==> src/lje_pkg.sv <==
`timescale 1ns / 1ps
// ----------------------------------------------------------------------------
// lje_pkg: shared types and constants
// State encoding, command codes, register indexes and the handshake
// structs of the iterative multiplier and divider.
// ----------------------------------------------------------------------------
package lje_pkg;

  localparam logic CMD_WRITE = 1'b0;
  localparam logic CMD_QUERY = 1'b1;

  localparam logic [1:0] REG_BOX_LENGTH     = 2'd0;
  localparam logic [1:0] REG_INV_BOX_LENGTH = 2'd1;
  localparam logic [1:0] REG_CUTOFF_SQ      = 2'd2;
  localparam logic [1:0] REG_PARTICLE_COUNT = 2'd3;

  localparam logic signed [47:0] E_MAX = 48'sh7FFF_FFFF_FFFF;
  localparam logic signed [47:0] E_MIN = 48'sh8000_0000_0000;

  typedef enum logic [3:0] {
    ST_IDLE,
    ST_LOADI,
    ST_FETCH,
    ST_AXIS,
    ST_WAIT_N,
    ST_WAIT_NB,
    ST_WAIT_SQ,
    ST_CUT,
    ST_WAIT_DIV,
    ST_WAIT_Q2,
    ST_WAIT_Q3,
    ST_WAIT_Q6,
    ST_ACC,
    ST_OUT
  } lje_state_e;

  typedef struct packed {
    logic        start;
    logic [63:0] a;
    logic [63:0] b;
  } mul_req_t;

  typedef struct packed {
    logic         done;
    logic [127:0] prod;
  } mul_rsp_t;

  typedef struct packed {
    logic        start;
    logic [63:0] divisor;
  } div_req_t;

  typedef struct packed {
    logic        done;
    logic [63:0] quotient;
  } div_rsp_t;

endpackage

==> src/lje_mul.sv <==
`timescale 1ns / 1ps
// ----------------------------------------------------------------------------
// lje_mul: iterative 64x64 multiplier
// Shift-add, one bit of b per cycle; stops as soon as b runs out of ones.
// ----------------------------------------------------------------------------
module lje_mul (
  input  logic              clk_i,
  input  logic              rst_ni,
  input  lje_pkg::mul_req_t req_i,
  output lje_pkg::mul_rsp_t rsp_o
);

  logic         run_q;
  logic [127:0] acc_q;
  logic [127:0] a_q;
  logic [63:0]  b_q;

  always_ff @(posedge clk_i or negedge rst_ni) begin
    if (!rst_ni) begin
      run_q <= 1'b0;
    end else if (req_i.start) begin
      run_q <= 1'b1;
    end else if (run_q && (b_q == '0)) begin
      run_q <= 1'b0;
    end
  end

  always_ff @(posedge clk_i) begin
    if (req_i.start) begin
      acc_q <= '0;
      a_q   <= {64'd0, req_i.a};
      b_q   <= req_i.b;
    end else if (run_q && (b_q != '0)) begin
      if (b_q[0]) begin
        acc_q <= acc_q + a_q;
      end
      a_q <= {a_q[126:0], 1'b0};
      b_q <= {1'b0, b_q[63:1]};
    end
  end

  assign rsp_o.done = run_q && (b_q == '0);
  assign rsp_o.prod = acc_q;

endmodule

==> config.mk <==
export PLATFORM = sky130hd
export DESIGN_NAME = lje_mul
export DESIGN_NICKNAME = d
export VERILOG_FILES = /design/src/lje_pkg.sv /design/src/lje_mul.sv
export SDC_FILE = /design/constraint.sdc
export NUM_CORES = 1
export LEC_CHECK = 0
export CORE_MARGIN = 1
export CORE_UTILIZATION = 62
export CTS_BUF_LIST = sky130_fd_sc_hd__clkbuf_8 sky130_fd_sc_hd__clkbuf_16
export DETAILED_ROUTE_END_ITERATION = 8
export DONT_BUFFER_PORTS = 1
export PLACE_DENSITY = 0.78
export SKIP_CTS_REPAIR_TIMING = 1
export SYNTH_ARGS = -nofsm -noshare
export SYNTH_HDL_FRONTEND = slang
export SYNTH_SLANG_ARGS = --single-unit
export TNS_END_PERCENT = 100
==> constraint.sdc <==
create_clock -name clk_i -period 7.5 [get_ports clk_i]
set_input_delay 1.125 -clock clk_i [delete_from_list [all_inputs] [get_ports clk_i]]
set_output_delay 1.125 -clock clk_i [all_outputs]
set_load 0.005 [all_outputs]
## Word level (Yosys, flattened, before mapping)

Cells that the tools add are included.

| storage, ports and cells | value |
|---|---|
| bits in registers | 321 |
| input port bits | 131 |
| output and inout bits | 129 |
| logic and storage cells | 19 |

| cells by class | value |
|---|---|
| add/subtract/negate cells | 1 |
| multiplexer cells | 6 |
| reduce and logical (&&, ||, !) cells | 7 |

Operator list:

| cell | number |
|---|---|
| 64-bit two-way mux | 4 |
| 128-bit adder | 1 |
| 64-bit logical NOT | 1 |
| 64-bit nonzero test | 1 |
| 2-bit nonzero test | 2 |
| 1-bit logical AND | 2 |
| 1-bit two-way mux | 2 |
| 2-bit AND reduction | 1 |

## Longest topological paths before layout

| depth | value |
|---|---|
| depth in word-level cells | 4 |
| mapped depth | 14 |
| mapped depth without buffers | 14 |

## Worst setup path after synthesis

Ideal clock, no wire load.

| path | value |
|---|---|
| path type | register to register |
| from | register b_q[0] |
| to | register a_q[0], enable pin |
| library setup time | 0.433 ns |
| data arrival time | 3.262 ns |
| required time | 7.067 ns |
| path slack | 3.805 ns |
| stages on the path, launching flop included | 9 |
| buffers on the path | 3 |
| clock period less this slack | 3.695 ns |
| cells stage by stage | edfxtp_1 nor4_1 nand4_1 nor4_1 nor2b_1 clkbuf_1 buf_1 buf_1 or2_2 |

| between the ends | value |
|---|---|
| cells in the longest elaborated chain, start to end | 3 |

RTL lines:

| what | line | source |
|---|---|---|
| start, declared | lje_mul.sv:16 | `logic [63:0] b_q;` |
| start signal, assigned | lje_mul.sv:32 | `b_q <= req_i.b;` |
| start signal, assigned | lje_mul.sv:38 | `b_q <= {1'b0, b_q[63:1]};` |
| 64-bit nonzero test | lje_mul.sv:33 | `end else if (run_q && (b_q != '0)) begin` |
| 1-bit logical AND | lje_mul.sv:33 |  |
| 2-bit nonzero test (no line) | -- |  |
| end signal, assigned | lje_mul.sv:31 | `a_q <= {64'd0, req_i.a};` |
| end signal, assigned | lje_mul.sv:37 | `a_q <= {a_q[126:0], 1'b0};` |
| end, declared | lje_mul.sv:15 | `logic [127:0] a_q;` |

No other way between the ends.
A chain may end at the register's enable or synchronous reset.

## Final worst setup path

| path | value |
|---|---|
| from | register a_q[0] |
| to | register acc_q[114] |

| between the ends | value |
|---|---|
| cells in the longest elaborated chain, start to end | 1 |

RTL lines:

| what | line | source |
|---|---|---|
| 128-bit adder | lje_mul.sv:35 | `acc_q <= acc_q + a_q;` |
| end signal, assigned | lje_mul.sv:35 |  |
| end, declared | lje_mul.sv:14 | `logic [127:0] acc_q;` |

No other way between the ends.

==> metrics <==
status=complete, no violations; hold crit path type=in2async; Worst setup EP type=flip-flop; hpwl dp=42600 um; global route overflow=0; CP Launch Type=flip-flop; P per Cell Area=250 nW/um^2; worst endpoint data arrival time=4.96 ns; Hold Violations, Final=0; most common cell after layout, fill and taps aside=nand2_1; residual DRC count=0; post-synthesis cell count=2359; Setup TNS=0 ns; Crit Path Max Fanout=4; GP Congestion=0.996; Finished Layout Cells=2728; Final setup viols=0; TritonCTS clock tree=built; Distinct cells, synth=75; most frequent cells in the layout=nand2_1, a21oi_1, dfxtp_1, nor2_1, o21ai_0; max_cap viols=0; clock transition at the registers of the reported paths=0.06 ns; Overall Global Routing Usage=33.6%; ratio of final minimum period to clock period=60.6%; Slew HR=23.6%; DP Area=20600 sq um; Worst path slowest cell=o21ai_1; Die Area=34000 sq um; fraction of registers with async set/reset=0.312%; Synth Flop Type=dfxtp_1; H-tree Lvls=2; Net Sw Frac=33.7%; worst skew pair latency=0.55 ns; clock buffer depth=3; Chip Width=185 um; DRT antenna net count=0; CTS Sinks=321; fmax=220 MHz; R2R depth=14; CP dominant cell by count=o21ai_1; num rows=66; Total Routed Length=57800 um; Crit Path Class=reg2reg; Root Buffer=clkbuf_16; proportion of power drawn by the clock network=32.8%; syn_area_per_cell=8.75 sq um; Initial Utilization=63.3%; Place WS=3.06 ns; design area=21800 sq um; CP Data Required Time=7.92 ns; per-cell routed wire length=21.2 um; crit-path cells=ha_1 -> fa_1 -> a211oi_1 -> o21bai_1 -> o21ai_1 -> o31ai_1 -> a21o_1 -> o311a_1 -> o21ai_1 -> o22ai_1 -> or2_2 -> a21oi_1 -> xnor2_1 -> o21ai_0; Synth Warn #=0; sw power=0.00184 W; post-synthesis sequential area ratio=37.3%; 1st-iter DRT viols=1429; cell-internal power=0.00362 W; Mapped Area=20600 sq um; CP max stage delay=0.60 ns; Max IR drop VDD=0.000236 V; Slew @ Worst Pin=1.15 ns; Via density=6.40; Flop pwr share=39.7%; TritonCTS Buffers=37; Post-synth EDFFs=128; Final Worst Setup Slack=2.96 ns; pin count of the biggest net entering global routing=304; first-pass GRT wire length=90600 um; final net count=2514; Comb pwr share=27.5%; Final min period=4.54 ns; Die Span Y=185 um; syn nets=2618; core area=32600 sq um; via count=17400; fraction of layout cells with a size suffix above 1=9.20%; unrepaired setup endpoints after global routing=no; Clock Skew=0.0169 ns; Seq cells post-synth=321; # IOs=260; Final Max Tran Viols=0; TritonRoute pass-1 iters=6; placed insts=2658; Static Leak=9.20 nW; port bufs=0; vias in the first global route=16900; area grow syn2layout=5.68%; initial antenna violation count=7
## per-stage QoR
step / hold slack, ns / total power, W / utilization, %
after floorplan: 0.465 / 0.00331 / -
after global placement: 0.473 / 0.00364 / 63.2
after detailed placement: 0.483 / 0.00366 / 63.2
after CTS: 0.253 / 0.00546 / 66.9
after global routing: 0.254 / 0.00573 / 66.9
final: 0.267 / 0.00546 / 66.9
## sequential cells by signal, indices dropped and copies added (netlist names)
register,count
a_q,128
acc_q,128
b_q,64
run_q,1
## layer usage
metal	up-vias	GRT usage [%]	wire length [um]
li1	8347	-	-
met1	8204	41.1	23400
met2	732	55.2	26800
met3	158	9.23	5240
met4	8	14.5	2260
met5	-	0	51
## worst max-delay path: cells and delay by family (launching register included)
kind	cells	cell delay [ns]
adder cells (fa/ha/maj)	2	0.74
AO/OA/AOI/OAI	10	2.76
flip-flops	1	0.40
XOR/XNOR	1	0.13
AND/OR/NAND/NOR	1	0.36
## path summary, 6_finish.rpt
check / start / endpoint / slack (ns)
worst min register to register: acc_q[110]$_SDFFE_PP0P_ / acc_q[110]$_SDFFE_PP0P_ / 0.49
max in group asynchronous: rst_ni / run_q$_DFFE_PN0P_ / 7.17
min in group clk_i: acc_q[110]$_SDFFE_PP0P_ / acc_q[110]$_SDFFE_PP0P_ / 0.49
worst max-delay path: a_q[0]$_SDFFCE_PN0P_ / acc_q[114]$_SDFFE_PP0P_ / 2.96
worst max register to register: a_q[0]$_SDFFCE_PN0P_ / acc_q[114]$_SDFFE_PP0P_ / 2.96
worst min-delay path: rst_ni / run_q$_DFFE_PN0P_ / 0.27
## cells in the mapped netlist (all sizes together), types with 27 or more instances
cell type  number  area [sq um]
buf            33           223
mux2i          64           641
xnor2          69           604
edfxtp        128          3840
nand2         322          1210
nor2          190           713
a21o           75           563
nand4          79           500
a21oi         292          1470
mux2          126          1420
xor2           51           447
inv            36           135
nor4           27           169
ha            127          1590
dfxtp         192          3840
o21bai         42           315
o21ai         140           708
nor3           38           190
clkbuf        116           439
## cells by family (layout without fill, tap and decap cells)
kind of cell / Yosys count / count (layout) / share of synthesized area, %
simple gates: 745 / 745 / 16.3
compound gates: 670 / 670 / 19.7
flops: 321 / 321 / 37.3
mux: 190 / 190 / 9.97
buf+inv: 185 / 108 / 3.86
fa+ha+maj: 128 / 128 / 7.79
xor+xnor: 120 / 120 / 5.09
other cells: 0 / 4 / 0
## final cells by class
class / count / area [sq um]
multi-input cells: 1853 / 12200
repair buffers: 6 / 45.0
fillers: 2661 / 10800
well taps: 442 / 553
diodes: 4 / 10.0
flip-flops and latches: 321 / 7710
inverters: 36 / 135
clock inverters: 25 / 213
clock buffers: 41 / 992
## power by group through the flow
stage                     Combinational [W]  Clock, W  Sequential, W
final                               0.00150   0.00179        0.00217
after global routing                0.00165   0.00189        0.00219
after CTS                           0.00147   0.00182        0.00217
after detailed placement            0.00146         0        0.00220
after global placement              0.00145         0        0.00219
after floorplan                     0.00118         0        0.00213
(Power assumes the default switching activity.)
