### config.mk
export PLATFORM = sky130hd
export DESIGN_NAME = lje_div
export DESIGN_NICKNAME = d
export VERILOG_FILES = /design/src/lje_pkg.sv /design/src/lje_div.sv
export SDC_FILE = /design/constraint.sdc
export NUM_CORES = 1
export LEC_CHECK = 0
export BUFFER_PORTS_ARGS = -buffer_cell sky130_fd_sc_hd__buf_2
export CAP_MARGIN = 20
export CORE_UTILIZATION = 54
export DETAILED_ROUTE_END_ITERATION = 8
export MAX_ROUTING_LAYER = met4
export PLACE_DENSITY = 0.82
export SLEW_MARGIN = 10
export SYNTH_ARGS = -nofsm -noshare
export SYNTH_HDL_FRONTEND = slang
export SYNTH_SLANG_ARGS = --single-unit
### constraint.sdc
create_clock -name clk_i -period 3.45 [get_ports clk_i]
set_input_delay 0.69 -clock clk_i [delete_from_list [all_inputs] [get_ports clk_i]]
set_output_delay 0.69 -clock clk_i [all_outputs]
set_load 0.01 [all_outputs]
### src/lje_pkg.sv
`timescale 1ns / 1ps
// ----------------------------------------------------------------------------
// lje_pkg: shared types and constants
// State encoding, command codes, register indexes and the handshake
// structs of the iterative multiplier and divider.
// ----------------------------------------------------------------------------
package lje_pkg;

  localparam logic CMD_WRITE = 1'b0;
  localparam logic CMD_QUERY = 1'b1;

  localparam logic [1:0] REG_BOX_LENGTH     = 2'd0;
  localparam logic [1:0] REG_INV_BOX_LENGTH = 2'd1;
  localparam logic [1:0] REG_CUTOFF_SQ      = 2'd2;
  localparam logic [1:0] REG_PARTICLE_COUNT = 2'd3;

  localparam logic signed [47:0] E_MAX = 48'sh7FFF_FFFF_FFFF;
  localparam logic signed [47:0] E_MIN = 48'sh8000_0000_0000;

  typedef enum logic [3:0] {
    ST_IDLE,
    ST_LOADI,
    ST_FETCH,
    ST_AXIS,
    ST_WAIT_N,
    ST_WAIT_NB,
    ST_WAIT_SQ,
    ST_CUT,
    ST_WAIT_DIV,
    ST_WAIT_Q2,
    ST_WAIT_Q3,
    ST_WAIT_Q6,
    ST_ACC,
    ST_OUT
  } lje_state_e;

  typedef struct packed {
    logic        start;
    logic [63:0] a;
    logic [63:0] b;
  } mul_req_t;

  typedef struct packed {
    logic         done;
    logic [127:0] prod;
  } mul_rsp_t;

  typedef struct packed {
    logic        start;
    logic [63:0] divisor;
  } div_req_t;

  typedef struct packed {
    logic        done;
    logic [63:0] quotient;
  } div_rsp_t;

endpackage

### src/lje_div.sv
`timescale 1ns / 1ps
// ----------------------------------------------------------------------------
// lje_div: reciprocal divider
// Restoring division of 2^(2F) by a 64-bit divisor, one quotient bit a cycle.
// ----------------------------------------------------------------------------
module lje_div #(
  parameter int FRAC_BITS = 16
) (
  input  logic              clk_i,
  input  logic              rst_ni,
  input  lje_pkg::div_req_t req_i,
  output lje_pkg::div_rsp_t rsp_o
);

  localparam int DivSteps = 2 * FRAC_BITS + 1;
  localparam int CntW     = $clog2(DivSteps);

  logic            run_q;
  logic            done_q;
  logic [CntW-1:0] cnt_q;
  logic [63:0]     rem_q;
  logic [63:0]     quo_q;
  logic [63:0]     dvs_q;
  logic [64:0]     trial;
  logic            fits;

  always_comb begin
    trial = {rem_q, (cnt_q == CntW'(DivSteps - 1))};
    fits  = trial >= {1'b0, dvs_q};
  end

  always_ff @(posedge clk_i or negedge rst_ni) begin
    if (!rst_ni) begin
      run_q  <= 1'b0;
      done_q <= 1'b0;
    end else begin
      done_q <= 1'b0;
      if (req_i.start) begin
        run_q <= 1'b1;
      end else if (run_q && (cnt_q == '0)) begin
        run_q  <= 1'b0;
        done_q <= 1'b1;
      end
    end
  end

  // remainder stays below the divisor, so 64 bits hold it
  always_ff @(posedge clk_i) begin
    if (req_i.start) begin
      cnt_q <= CntW'(DivSteps - 1);
      rem_q <= '0;
      quo_q <= '0;
      dvs_q <= req_i.divisor;
    end else if (run_q) begin
      cnt_q <= cnt_q - 1'b1;
      rem_q <= fits ? 64'(trial - {1'b0, dvs_q}) : trial[63:0];
      quo_q <= {quo_q[62:0], fits};
    end
  end

  assign rsp_o.done     = done_q;
  assign rsp_o.quotient = quo_q;

endmodule

======== Yosys cells after proc, flatten, opt, wreduce, memory -nomap -nowiden ========
Index checks and enable logic that the tools add are counted.
word-level totals
  bits in registers ....................... 200
  input port bits ......................... 67
  output and inout bits ................... 65
  word-level logic and storage cells ...... 18
operators by class
  add/subtract/negate cells ............... 2
  order comparisons ....................... 1
  equal/unequal tests ..................... 1
  muxes and demuxes ....................... 5
  reductions and logical operators ........ 3
operator list
  operator                                          number
  >= comparator 65 x 64 -> 1 bit                    1
  2-to-1 mux 64 bit                                 1
  subtractor 64 bit                                 1
  == test 6 bit, second input constant              1
  logical NOT 6 bit                                 1
  subtractor 6 x 1 -> 6 bit, second input constant  1
  2-to-1 mux 1 bit                                  4
  nonzero test 2 bit                                1
  logical AND 1 bit                                 1

======== Logic depth before layout (Yosys ltp) ========
  word-level depth ........................ 4
  depth in mapped cells ................... 18
  mapped depth without buffers ............ 18

======== Worst setup path after synthesis ========
Ideal clock, no wire load.
  path kind ............................... reg-to-reg
  start ................................... register cnt_q[0]
  end ..................................... register rem_q[58]
  library setup time ...................... 95 ps
  arrival time ............................ 3,605 ps
  data required time ...................... 3,355 ps
  slack ................................... -250 ps
  stages on the path, launching flop included .. 19
  path buffers ............................ 0
  clock period less this slack ............ 3,700 ps
  path through ............................ dfxtp_1 -> inv_1 -> ha_1 -> nand2_1 -> nor2_1 -> nand2_1 -> ha_1 -> inv_1 -> fa_1 -> a21o_1 -> a221oi_2 -> o21ai_0 -> a311oi_2 -> o21ai_1 -> o211ai_1 -> nand2_1 -> o211ai_1 -> mux2_2 -> a221oi_1
between the ends
  word-level cells in the longest chain between the ends .. 3
  elaborated cells on any way between the ends .. 4
  classes of those cells .................. add/sub: 1; order compare: 1; eq/ne: 1; mux: 1
ends and longest elaborated chain
  what                                                                        line                          RTL
  from (decl)                                                                 lje_div.sv:20                 logic [CntW-1:0] cnt_q;
  from (signal assigned)                                                      lje_div.sv:50                 cnt_q <= CntW'(DivSteps - 1);
  from (signal assigned)                                                      lje_div.sv:55                 cnt_q <= cnt_q - 1'b1;
  == test 6 bit (*)                                                           lje_div.sv:28                 trial = {rem_q, (cnt_q == CntW'(DivSteps - 1))};
  subtractor 64 bit / >= comparator 65 x 64 -> 1 bit (equally long branches)  lje_div.sv:56, lje_div.sv:29
  2-to-1 mux 64 bit (*)                                                       lje_div.sv:56                 rem_q <= fits ? 64'(trial - {1'b0, dvs_q}) : trial[63:0];
  to (signal assigned)                                                        lje_div.sv:56
  to (decl)                                                                   lje_div.sv:21                 logic [63:0] rem_q;
Mark *: on every way between the ends. The rest lies on a longest branch, timed or not.
A chain may end at the register's enable or synchronous reset.

======== Worst setup path in the final report ========
Ends and elaborated chain as after synthesis.

==> metrics.log <==
[metrics] outcome: finished, violations left
[metrics] failing checks: setup timing
[metrics] crit end category: flip-flop
[metrics] classification of the worst setup path: flip-flop to flip-flop
[metrics] top-level port count: 132
[metrics] power per standard cell area: 883 mW/mm2
[metrics] total wire length after detailed routing: 27000 um
[metrics] placed cell area: 0.0127 mm2
[metrics] nets@finish: 1551
[metrics] drt first-iter violations: 628
[metrics] Relative slew margins: 0.493
[metrics] largest fanout on the critical path: 4
[metrics] total via count in the routed design: 9789
[metrics] worst path arrival time: 4.08 ns
[metrics] TritonCTS buffer count: 17
[metrics] CTS H-tree depth: 4
[metrics] Unique masters post-synth: 68
[metrics] number of filler cells placed in the layout: 1620
[metrics] number of nets in the synthesized netlist: 1393
[metrics] maximum number of pins on one net before global-route repair: 81
[metrics] maximum ir drop on the vdd rail: 0.000438 V
[metrics] Ant. Diodes: 0
[metrics] leading area contributor after synthesis: sky130_fd_sc_hd__dfxtp_1
[metrics] wire length of the first global-routing pass: 44100 um
[metrics] Slew Viols, Final: 0
[metrics] path class of the lowest-slack min-delay path: input port to flip-flop
[metrics] least setup slack across all paths after layout: -0.266 ns
[metrics] post-synthesis instance area: 0.0115 mm2
[metrics] post-synthesis sequential element count: 200
[metrics] EDFF count, synth: 64
[metrics] fin area: 0.0138 mm2
[metrics] Layout area overhead: 20.4%
[metrics] top cells by area in the synthesized netlist: sky130_fd_sc_hd__dfxtp_1 (23%), sky130_fd_sc_hd__edfxtp_1 (17%), sky130_fd_sc_hd__mux2i_1 (8.3%), sky130_fd_sc_hd__ha_1 (7.2%), sky130_fd_sc_hd__nor2_1 (5.4%)
[metrics] met3 layer wire length in the routed design: 1490 um
[metrics] maximum clock frequency: 269 MHz
[metrics] CTS tree: yes
[metrics] Fin Clk Skew: 0.0193 ns
[metrics] number of clock sinks: 200
[metrics] vias in the first global route: 9357
[metrics] clock insertion delay at the later pin of the skew report: 0.45 ns
[metrics] post-layout total power: 12.2 mW
[metrics] core region area: 0.0206 mm2
[metrics] std cell rows: 52
[metrics] min Tclk post-route: 3.72 ns
[metrics] antenna violations before repair: 0
[metrics] Leak Pwr: 6.64 nW
[metrics] router iterations before antenna repair: 5
[metrics] global-route usage over all layers: 0.254
[metrics] clock-pin slew on the worst setup and hold paths: 0.09 ns
[metrics] required time of the worst setup path: 3.82 ns
[metrics] initial standard-cell utilization of the core: 0.558
[metrics] area fraction of the dominant cell type after synthesis: 0.234
[metrics] Die Area: 0.0218 mm2
[metrics] sequential share of the synthesized area: 0.405
[metrics] Yosys warning count: 0
[metrics] Die Ht: 148 um
[metrics] Worst Hold Slack: 0.408 ns
[metrics] Avg Synthesized Cell Area: 9.12 um2
[metrics] length of routed met2 wiring: 12300 um
[metrics] wire length per cell after detailed routing: 15.9 um
[metrics] crit share post-route: 1.08
[metrics] setup repair after global routing missed its margin: true
[metrics] Port Buffer Count: 131
[metrics] final hold vios: 0
[metrics] synthesized instance count: 1259
[metrics] via-per-instance ratio: 5.76
[metrics] grt total ovfl: 0
[metrics] metal1 wirelength: 12300 um
[metrics] remaining design rule violation count: 0
[metrics] Final GP Congestion: 0.937
[metrics] dominant register cell in the synthesized netlist: sky130_fd_sc_hd__dfxtp_1
[metrics] share of final-layout standard cells stronger than drive strength 1: 0.222
[metrics] clk buf depth: 2
[metrics] final setup violation count: 8
[metrics] CTS Root Cell: sky130_fd_sc_hd__clkbuf_16
[metrics] hpwl dp: 18800 um
[metrics] kind of start point of the critical path: flip-flop
[metrics] max-cap viol count: 0
[metrics] Highest Signal Layer: met4
[metrics] FFs w/ async S/R, synth: 0.0100
[metrics] remaining antenna violation count: 0
[metrics] horizontal extent of the die: 148 um
[metrics] transition time at the pin with the least slew margin: 0.761 ns
-- path summary, 6_finish.rpt --
kind | startpoint | end | slack, ns | depth (start not counted)
worst max register to register | cnt_q[0]$_SDFFE_PP0P_ | rem_q[58]$_SDFFE_PP0P_ | -0.27 | 18
min in group asynchronous | rst_ni | done_q$_DFF_PN0_ | 0.55 | 2
worst min-delay path | req_i[18] | dvs_q[18]$_DFFE_PP_ | 0.41 | 1
max in group asynchronous | rst_ni | run_q$_DFFE_PN0P_ | 2.79 | 2
worst min register to register | rem_q[2]$_SDFFE_PP0P_ | rem_q[2]$_SDFFE_PP0P_ | 0.50 | 2
worst max-delay path | cnt_q[0]$_SDFFE_PP0P_ | rem_q[58]$_SDFFE_PP0P_ | -0.27 | 18
-- where the power goes --
part | total (mW) | switching [mW] | internal [mW]
registers | 3.28 | 0.386 | 2.90
logic | 6.77 | 3.64 | 3.14
clock network | 2.14 | 1.07 | 1.07
total | 12.2 | 5.09 | 7.11
-- registers in the layout, summed over array words and instances (netlist names) --
signal and cells:
quo_q 64, done_q 1, dvs_q 64, rem_q 64, run_q 1, cnt_q 6
-- logic make-up (layout without fill, tap and decap cells) --
kind of cell	count (synthesis)	count (layout)	synth area share
buf+inv	161	332	0.0577
flops	200	200	0.405
fa+ha+maj	67	67	0.0737
compound gates	338	338	0.201
xor+xnor	55	55	0.0420
simple gates	338	338	0.132
mux	100	100	0.0877
-- cell type report --
cell class	instances	area, um2	area share
multi-input combinational	898	6450	0.467
clock inverter	15	218	0.0158
tap	270	338	0.0245
inverter	88	330	0.0239
clock buffer	17	425	0.0308
sequential	200	4660	0.337
timing repair buffer	212	1400	0.101
-- metrics by stage --
step / worst slack, ns / setup TNS, ns / utilization / cells
finish: -0.266 / -0.882 / 0.672 / 1700
detailed placement: -0.304 / -1.78 / 0.617 / 1644
global route: -0.371 / -2.74 / 0.672 / 1700
floorplan: -0.0852 / -0.0852 / - / 1259
global placement: -0.170 / -0.518 / 0.617 / 1644
CTS: -0.184 / -0.596 / 0.656 / 1690
-- metal layers --
layer / global-route usage / vias up
met5: - / -
met4: 0.105 / 0
met3: 0.0488 / 67
met2: 0.393 / 301
met1: 0.326 / 4603
li1: - / 4818
-- synth_stat cells, types with 3 or more instances --
cell	count
sky130_fd_sc_hd__a2111oi_0	3
sky130_fd_sc_hd__a221oi_1	5
sky130_fd_sc_hd__a31oi_1	5
sky130_fd_sc_hd__a21o_1	46
sky130_fd_sc_hd__o21ai_0	54
sky130_fd_sc_hd__edfxtp_1	64
sky130_fd_sc_hd__nand4_1	20
sky130_fd_sc_hd__and4_1	5
sky130_fd_sc_hd__xnor2_1	35
sky130_fd_sc_hd__inv_1	88
sky130_fd_sc_hd__buf_6	5
sky130_fd_sc_hd__nor2b_1	4
sky130_fd_sc_hd__nor2_1	165
sky130_fd_sc_hd__a211o_1	4
sky130_fd_sc_hd__o31ai_1	4
sky130_fd_sc_hd__or3_1	6
sky130_fd_sc_hd__a21oi_1	84
sky130_fd_sc_hd__mux2i_1	95
sky130_fd_sc_hd__dfxtp_1	134
sky130_fd_sc_hd__o2111ai_1	3
sky130_fd_sc_hd__mux2_2	5
sky130_fd_sc_hd__nor3_1	12
sky130_fd_sc_hd__or2_2	3
sky130_fd_sc_hd__buf_1	4
sky130_fd_sc_hd__o211ai_1	11
sky130_fd_sc_hd__o21ai_1	7
sky130_fd_sc_hd__clkbuf_1	52
sky130_fd_sc_hd__and3_1	8
sky130_fd_sc_hd__xor2_1	20
sky130_fd_sc_hd__a41oi_1	3
sky130_fd_sc_hd__nand2_1	70
sky130_fd_sc_hd__nor4_1	3
sky130_fd_sc_hd__buf_2	10
sky130_fd_sc_hd__o21bai_1	15
sky130_fd_sc_hd__nand3_1	15
sky130_fd_sc_hd__a211oi_1	55
sky130_fd_sc_hd__and2_1	4
sky130_fd_sc_hd__ha_1	66
sky130_fd_sc_hd__o22ai_1	4
sky130_fd_sc_hd__o21a_1	8
sky130_fd_sc_hd__a21boi_0	5
sky130_fd_sc_hd__nand2b_1	14
-- what timing repair did --
item | CTS | global route
hold buffers | 0 | 1
gates cloned | 0 | 1
buffers inserted | 14 | 15
hold endpoints to repair | 0 | 2
gates resized for setup | 11 | 58
pin swaps | 18 | 47
endpoints found under the setup margin | 11 | 51
-- worst max-delay path: stages (launching register included) --
cell and delay (ns):
sky130_fd_sc_hd__dfxtp_2 0.34, sky130_fd_sc_hd__inv_2 0.05, sky130_fd_sc_hd__ha_4 0.14, sky130_fd_sc_hd__nand2_2 0.05, sky130_fd_sc_hd__nor2_2 0.04, sky130_fd_sc_hd__nand2_1 0.09, sky130_fd_sc_hd__ha_2 0.19, sky130_fd_sc_hd__inv_2 0.04
sky130_fd_sc_hd__fa_2 0.34, sky130_fd_sc_hd__a21o_1 0.20, sky130_fd_sc_hd__a221oi_4 0.30, sky130_fd_sc_hd__o21ai_2 0.09, sky130_fd_sc_hd__a311oi_2 0.37, sky130_fd_sc_hd__o21ai_2 0.12, sky130_fd_sc_hd__o211ai_1 0.35, sky130_fd_sc_hd__nand2_2 0.15
sky130_fd_sc_hd__o211ai_1 0.25, sky130_fd_sc_hd__mux2_4 0.33, sky130_fd_sc_hd__a221oi_2 0.20
-- cell usage in the layout, fill, tap and decap left out, types with 10 or more instances in the layout --
cell                        instances
sky130_fd_sc_hd__buf_4             67
sky130_fd_sc_hd__dfxtp_1          132
sky130_fd_sc_hd__a21oi_1           77
sky130_fd_sc_hd__mux2i_1           94
sky130_fd_sc_hd__nand3_1           15
sky130_fd_sc_hd__nor2_1           162
sky130_fd_sc_hd__xor2_1            19
sky130_fd_sc_hd__o21ai_1           10
sky130_fd_sc_hd__inv_1             84
sky130_fd_sc_hd__a211oi_1          51
sky130_fd_sc_hd__a21o_1            46
sky130_fd_sc_hd__nor3_1            10
sky130_fd_sc_hd__o21ai_0           42
sky130_fd_sc_hd__nand2_1           68
sky130_fd_sc_hd__buf_2            130
sky130_fd_sc_hd__o211ai_1          11
sky130_fd_sc_hd__xnor2_1           33
sky130_fd_sc_hd__nand2b_1          14
sky130_fd_sc_hd__ha_1              63
sky130_fd_sc_hd__nand4_1           20
sky130_fd_sc_hd__edfxtp_1          64
sky130_fd_sc_hd__clkbuf_16         18
sky130_fd_sc_hd__o21bai_1          15
(Power assumes the default switching activity.)
